--- src/hw/rtl/ssb_pkg.sv ---
`timescale 1ns / 1ps
// ----------------------------------------------------------------------------
// ssb_pkg
// Shared types, widths and codes of the single-source betweenness block.
// ----------------------------------------------------------------------------
package ssb_pkg;

  localparam int unsigned MaxNodesDef = 1024;
  localparam int unsigned MaxEdgesDef = 8192;

  localparam int unsigned OpW    = 2;
  localparam int unsigned IndexW = 13;
  localparam int unsigned ValueW = 14;
  localparam int unsigned CfgW   = 11;
  localparam int unsigned NodeW  = 10;
  localparam int unsigned DistW  = 11;
  localparam int unsigned SigmaW = 48;
  localparam int unsigned DepW   = 40;
  localparam int unsigned FactW  = 41;

  localparam logic [OpW-1:0] OP_ROW  = 2'd0;
  localparam logic [OpW-1:0] OP_EDGE = 2'd1;
  localparam logic [OpW-1:0] OP_RUN  = 2'd2;
  localparam logic [OpW-1:0] OP_READ = 2'd3;

  localparam logic [FactW-1:0] FIX_ONE = 41'h100_0000 >> 8;

  typedef struct packed {
    logic signed [DistW-1:0] hops;
    logic [SigmaW-1:0]       sigma;
    logic [DepW-1:0]         delta;
  } node_t;

  typedef struct packed {
    logic              start;
    logic [SigmaW-1:0] a;
    logic [FactW-1:0]  b;
    logic [SigmaW-1:0] c;
  } md_req_t;

  typedef struct packed {
    logic            done;
    logic [DepW-1:0] q;
  } md_rsp_t;

endpackage

--- src/hw/rtl/ssb_muldiv.sv ---
`timescale 1ns / 1ps
// ----------------------------------------------------------------------------
// ssb_muldiv
// floor(a * b / c) saturated to 40 bits: four 32x32 partial products, then
// one quotient bit per cycle.
// ----------------------------------------------------------------------------
module ssb_muldiv (
  input  logic             clk_i,
  input  logic             rst_ni,
  input  ssb_pkg::md_req_t req_i,
  output ssb_pkg::md_rsp_t rsp_o
);

  localparam int unsigned PW = ssb_pkg::SigmaW + ssb_pkg::FactW;
  localparam int unsigned DW = ssb_pkg::DepW;
  localparam int unsigned SW = ssb_pkg::SigmaW;

  localparam logic [1:0] ST_IDLE = 2'd0;
  localparam logic [1:0] ST_MUL  = 2'd1;
  localparam logic [1:0] ST_CMP  = 2'd2;
  localparam logic [1:0] ST_DIV  = 2'd3;

  logic [1:0]    state_q, state_d;
  logic [5:0]    cnt_q, cnt_d;
  logic [SW-1:0] a_q, a_d, c_q, c_d;
  logic [ssb_pkg::FactW-1:0] b_q, b_d;
  logic [63:0]   pp_q, pp_d;
  logic [1:0]    sh_q, sh_d;
  logic          ppv_q, ppv_d;
  logic [PW-1:0] acc_q, acc_d;
  logic [SW-1:0] rem_q, rem_d;
  logic [DW-1:0] lo_q, lo_d, quo_q, quo_d;
  logic          done_q, done_d;
  logic [31:0]   opx, opy;
  logic [PW-1:0] pp_sh;
  logic [SW:0]   trial;

  always_comb begin
    case (cnt_q[1:0])
      2'd0: begin opx = a_q[31:0]; opy = b_q[31:0]; end
      2'd1: begin opx = a_q[31:0]; opy = 32'(b_q[ssb_pkg::FactW-1:32]); end
      2'd2: begin opx = 32'(a_q[SW-1:32]); opy = b_q[31:0]; end
      default: begin opx = 32'(a_q[SW-1:32]); opy = 32'(b_q[ssb_pkg::FactW-1:32]); end
    endcase
    case (sh_q)
      2'd0:    pp_sh = PW'(pp_q);
      2'd1:    pp_sh = PW'(pp_q) << 32;
      default: pp_sh = PW'(pp_q) << 64;
    endcase
    trial = {rem_q, lo_q[DW-1]};
  end

  always_comb begin
    state_d = state_q; cnt_d = cnt_q; a_d = a_q; b_d = b_q; c_d = c_q;
    pp_d = pp_q; sh_d = sh_q; ppv_d = 1'b0; acc_d = acc_q;
    rem_d = rem_q; lo_d = lo_q; quo_d = quo_q; done_d = 1'b0;
    case (state_q)
      ST_IDLE: begin
        if (req_i.start) begin
          a_d = req_i.a; b_d = req_i.b; c_d = req_i.c;
          acc_d = '0; cnt_d = '0; state_d = ST_MUL;
        end
      end
      ST_MUL: begin
        if (ppv_q) acc_d = acc_q + pp_sh;
        if (cnt_q < 6'd4) begin
          pp_d = opx * opy;
          sh_d = (cnt_q == 6'd0) ? 2'd0 : (cnt_q == 6'd3) ? 2'd2 : 2'd1;
          ppv_d = 1'b1;
          cnt_d = cnt_q + 6'd1;
        end else begin
          state_d = ST_CMP;
        end
      end
      ST_CMP: begin
        if (acc_q[PW-1:DW] >= {1'b0, c_q}) begin
          quo_d = '1; done_d = 1'b1; state_d = ST_IDLE;
        end else begin
          rem_d = acc_q[PW-2:DW]; lo_d = acc_q[DW-1:0]; cnt_d = '0; state_d = ST_DIV;
        end
      end
      ST_DIV: begin
        if (trial >= {1'b0, c_q}) begin
          rem_d = SW'(trial - {1'b0, c_q}); quo_d = {quo_q[DW-2:0], 1'b1};
        end else begin
          rem_d = trial[SW-1:0]; quo_d = {quo_q[DW-2:0], 1'b0};
        end
        lo_d = lo_q << 1;
        cnt_d = cnt_q + 6'd1;
        if (cnt_q == 6'(DW - 1)) begin
          done_d = 1'b1; state_d = ST_IDLE;
        end
      end
      default: state_d = ST_IDLE;
    endcase
  end

  always_ff @(posedge clk_i or negedge rst_ni) begin
    if (!rst_ni) begin
      state_q <= ST_IDLE; cnt_q <= '0; ppv_q <= 1'b0; done_q <= 1'b0;
    end else begin
      state_q <= state_d; cnt_q <= cnt_d; ppv_q <= ppv_d; done_q <= done_d;
    end
  end

  always_ff @(posedge clk_i) begin
    a_q <= a_d; b_q <= b_d; c_q <= c_d; pp_q <= pp_d; sh_q <= sh_d;
    acc_q <= acc_d; rem_q <= rem_d; lo_q <= lo_d; quo_q <= quo_d;
  end

  assign rsp_o.done = done_q;
  assign rsp_o.q    = quo_q;

endmodule
--- config.mk ---
export PLATFORM = sky130hd
export DESIGN_NAME = ssb_muldiv
export DESIGN_NICKNAME = d
export VERILOG_FILES = /design/src/hw/rtl/ssb_pkg.sv /design/src/hw/rtl/ssb_muldiv.sv
export SDC_FILE = /design/constraint.sdc
export NUM_CORES = 2
export LEC_CHECK = 0
export BUFFER_PORTS_ARGS = -buffer_cell sky130_fd_sc_hd__buf_2
export CAP_MARGIN = 20
export CORE_AREA = 2 2 345 347
export DETAILED_ROUTE_END_ITERATION = 10
export DIE_AREA = 0 0 347 349
export PLACE_DENSITY = 0.63
export REMOVE_ABC_BUFFERS = 1
export SLEW_MARGIN = 15
export SYNTH_ARGS = -nofsm -noshare
export SYNTH_HDL_FRONTEND = slang
export SYNTH_SLANG_ARGS = --single-unit
export TNS_END_PERCENT = 20
--- constraint.sdc ---
create_clock -name clk_i -period 14.4 [get_ports clk_i]
set_clock_uncertainty 0.05 [all_clocks]
set_input_delay 2.16 -clock clk_i [delete_from_list [all_inputs] [get_ports clk_i]]
set_output_delay 2.16 -clock clk_i [all_outputs]
set_load 0.01 [all_outputs]
# == Word level (Yosys, flattened, before mapping) ==
# Index checks and enable logic that the tools add are counted.
# totals
input_bits,140
out_inout_bits,41
regBits,430
# op_classes
n_eq_ne,15
n_mux,29
reduce_logical,15
n_addsub,3
order_cmp,3
multipliers,1
# ops
operator,n
$pmux 89 s2,2
$mux 89,2
$pmux 40 s2,2
$ge 49x48->1,2
$mux 48,2
$pmux 48 s2,1
$add 89x89->89,1
$mux 40,2
$mul 32x32->64,1
$mux 32,2
$sub 48x48->48,1
$pmux 6 s4,1
$mux 6,3
$ne 2x2->1 const B,7
$mux 2,5
$reduce_and 3->1,3
$pmux 2 s4,1
$reduce_and 2->1,4
$add 6x1->6 const B,1
$eq 2x1->1 const B,3
$eq 2x2->1 const B,3
$eq 6x2->1 const B,1
$eq 6x6->1 const B,1
$logic_not 2->1,3
6 further kinds,12

# == Logic depth before layout (Yosys ltp) ==
# logic_depth
depth_word,5
ltp_mapped,38

# == Worst setup path after synthesis ==
# Ideal clock, no wire load.
# synth_path
path_type,input to register
start,input port req_i[137] (netlist bit)
end,"register acc_q[0], enable pin"
required_ps,13904
path_buffers,0
arrival_time_ps,9898
slack_ps,4006
setup_ps,446
path_stages,3
cell_sequence,nand2_1 nor2_1 a21o_1
# synth_between
elab_chain_cells,2
# synth_rtl
item,line_no,rtl
from (decl),ssb_muldiv.sv:10,"input ssb_pkg::md_req_t req_i,"
$ne 2x2->1 (no source line),-,
$reduce_and 3->1 (no source line),-,
to (signal assigned),ssb_muldiv.sv:108,acc_q <= acc_d; rem_q <= rem_d; lo_q <= lo_d; quo_q <= quo_d;
to (decl),ssb_muldiv.sv:30,"logic [PW-1:0] acc_q, acc_d;"
# Every way passes these cells.
# A chain may end at the register's enable or synchronous reset.

# == Final worst setup path ==
# layout_path
start,register cnt_q[0]
end,register pp_q[61] (data pin)
# layout_between
elab_chain_cells,4
# layout_rtl
item,line_no,rtl
from (decl),ssb_muldiv.sv:24,"logic [5:0] cnt_q, cnt_d;"
from (signal assigned),ssb_muldiv.sv:102,state_q <= state_d; cnt_q <= cnt_d; ppv_q <= ppv_d; done_q <= done_d;
"$eq 2x1->1, or another cell as far along",ssb_muldiv.sv:39,case (cnt_q[1:0])
$reduce_or 2->1 (no source line),-,
$mux 32,ssb_muldiv.sv:39,
$mul 32x32->64 (*),ssb_muldiv.sv:67,pp_d = opx * opy;
to (signal assigned),ssb_muldiv.sv:107,a_q <= a_d; b_q <= b_d; c_q <= c_d; pp_q <= pp_d; sh_q <= sh_d;
to (decl),ssb_muldiv.sv:27,"logic [63:0] pp_q, pp_d;"
# Mark *: on every way between the ends. The rest lies on a longest branch, timed or not.

==> results.toml <==
[clocking]
cts_resized = 0
cts-root-buf = "clkbuf_16"
clock-sinks = 430
htree_levels = 2
cts_tree = "yes"
cts_hold_buf = 0
cts_buffers = 52
cts_buffer_depth = 3
postCtsSetupRepairBufs = 0
clk_pin_slew_ns = 0.06
clk_latency_ns = 0.68

[synthesis]
synth.top_cell.area_share = 0.309
synth_area_per_cell_um2 = 9.18
synth_flop_cell = "edfxtp_1"
synth-seq-cells = 430
synth_cells = 6346
synth_area_mm2 = 0.0583
yosys-top-cells-area = "fa_1 (31%), edfxtp_1 (22%), ha_1 (9.7%)"
yosysTopAreaCell = "fa_1"
synth_edf_count = 420
yosysSeqAreaShare = 0.221
yosysUniqueCellTypes = 80
synth-async-reset-ratio = 0.0233
yosys_warnings = 0

[final_layout]
final_common_cell = "inv_1"
syn_to_final_growth_pct = 7.49
final_cell_mix = "inv_1 (995), fa_1 (898), nand2_1 (877)"
final-instance-count-excl-fill = 7947
drive_gt1_frac = 0.0727
final_net_count = 7862

[die]
die_w_um = 347
row_count = 126
coreArea_mm2 = 0.117
dieArea_mm2 = 0.121
start_util = 0.496
die_y_um = 349
io_pins = 181

[timing]
hold_slack_ns = 0.452
worst_slew_margin_rel = 0.234
rsz0062_at_grt = "false"
min_period_over_period = 0.700
setup_slack_ns = 4.32
fmax_mhz = 99.2
hold_viol = 0
tightest_slew_ns = 1.15
drv_slew = 0
finalCriticalPeriod_ns = 10.08
finalSetupViolCount = 0
tns_ns = 0

[setup_path]
reg2reg_slack_ns = 4.32
max_stage_delay_ns = 0.91
cp.arrival_ns = 10.44
critPathCaptureType = "flop"
reg2regPathDepth = 30
crit_top_cell = "fa_1"
crit_path_start_kind = "flop"
crit_start = "cnt_q[0]"
criticalPathCategory = "flop to flop"
cp_max_fo = 62
r2r_start = "cnt_q[0]"
timing.rr.end = "pp_q[61]"
cp.required_ns = 14.76
crit_slowest_cell = "nand2_1"

[global_route]
grt-ovfl-total = 0
grt_first_pass_wirelength_um = 289000
grt_max_degree = 139
first_global_vias = 47000
grt_usage = 0.319
antenna_found_initial = 2

[min_path]
worstHoldEndpoint = "lo_q[9]"
hold_depth = 2
min-delay-start = "lo_q[8]"
hold_class = "flop to flop"

[place]
dpl.cell_count = 7852
io_buffers = 180
hpwl_um = 150000
routabilityCongestion = 1.01
pre_cts_ws_ns = 4.32

[route]
drt-pass1-iter-count = 5
viasPerCell = 5.76
drt-initial-drc-count = 3854
wl_per_cell_um = 24.1
wl_um = 192000
drc = 0
drtAntennaViolNets = 0
num_vias = 45800

[job]
maxCapViolations = 0

[status]
status = "finished clean"
[synthesized netlist by cell type (all sizes together) (53+ instances only)]
| cell | instances |
|---|---|
| inv | 996 |
| fa | 898 |
| nand2 | 880 |
| nor2 | 839 |
| ha | 451 |
| edfxtp | 420 |
| clkbuf | 290 |
| a21oi | 260 |
| o21ai | 150 |
| a21o | 142 |
| xnor2 | 112 |
| and2 | 93 |
| nand3 | 77 |
| nand4 | 70 |
| mux2i | 66 |
| xor2 | 59 |
| a31oi | 53 |
[worst max-delay path by stage]
stage	cells past startpoint	endpoint	slack, ns
floorplan	3	acc_q[0]	4.04
global placement	30	pp_q[63]	4.49
detailed placement	30	pp_q[61]	4.32
CTS	30	pp_q[61]	4.35
global route	30	pp_q[63]	3.86
finish	30	pp_q[61]	4.32
[state kept, by name, indices dropped and copies added, names as in the netlist]
register,cells
a_q,48
acc_q,89
b_q,41
c_q,48
cnt_q,6
done_q,1
lo_q,40
pp_q,64
ppv_q,1
quo_q,40
rem_q,48
sh_q,2
state_q,2
[worst max-delay path: cells and delay by family, from the launching register on]
family	cells	cell delay, ns
buffers and inverters	6	0.86
AO/OA/AOI/OAI	6	1.38
adder cells (fa/ha/maj)	10	4.61
XOR/XNOR	1	0.13
flip-flops	1	0.43
AND/OR/NAND/NOR	7	2.21
[layout make-up]
type	instances	area, um2
Sequential cell	430	12900
Inverter	996	3740
Multi-Input combinational cell	4610	40600
Clock inverter	27	379
Fill cell	10900	54800
Timing Repair Buffer	283	1710
Antenna cell	1	2.50
Tap cell	1536	1920
Clock buffer	64	1380
[through the flow]
stage               cell area, um2   util
floorplan                    57100      -
global placement             60800  0.518
detailed placement           60800  0.518
CTS                          62600  0.533
global route                 62600  0.533
finish                       62600  0.533
[cell families after synthesis]
group | share of synthesized area
buffers and inverters | 0.0845
multiplexers | 0.0123
adder cells (fa/ha/maj) | 0.405
XOR/XNOR | 0.0257
flip-flops | 0.221
AO/OA/AOI/OAI | 0.0921
AND/OR/NAND/NOR | 0.159
[metal layers]
layer	vias to the layer above	wire length [um]	global-route usage
met5	-	12	0
met4	2	13500	0.188
met3	558	16100	0.0625
met2	2097	87500	0.513
met1	22700	74400	0.403
li1	20400	-	-
Power is left out: the tool's default activity adds up to more than one toggle a clock period on the data nets, which glitch-free logic cannot reach.
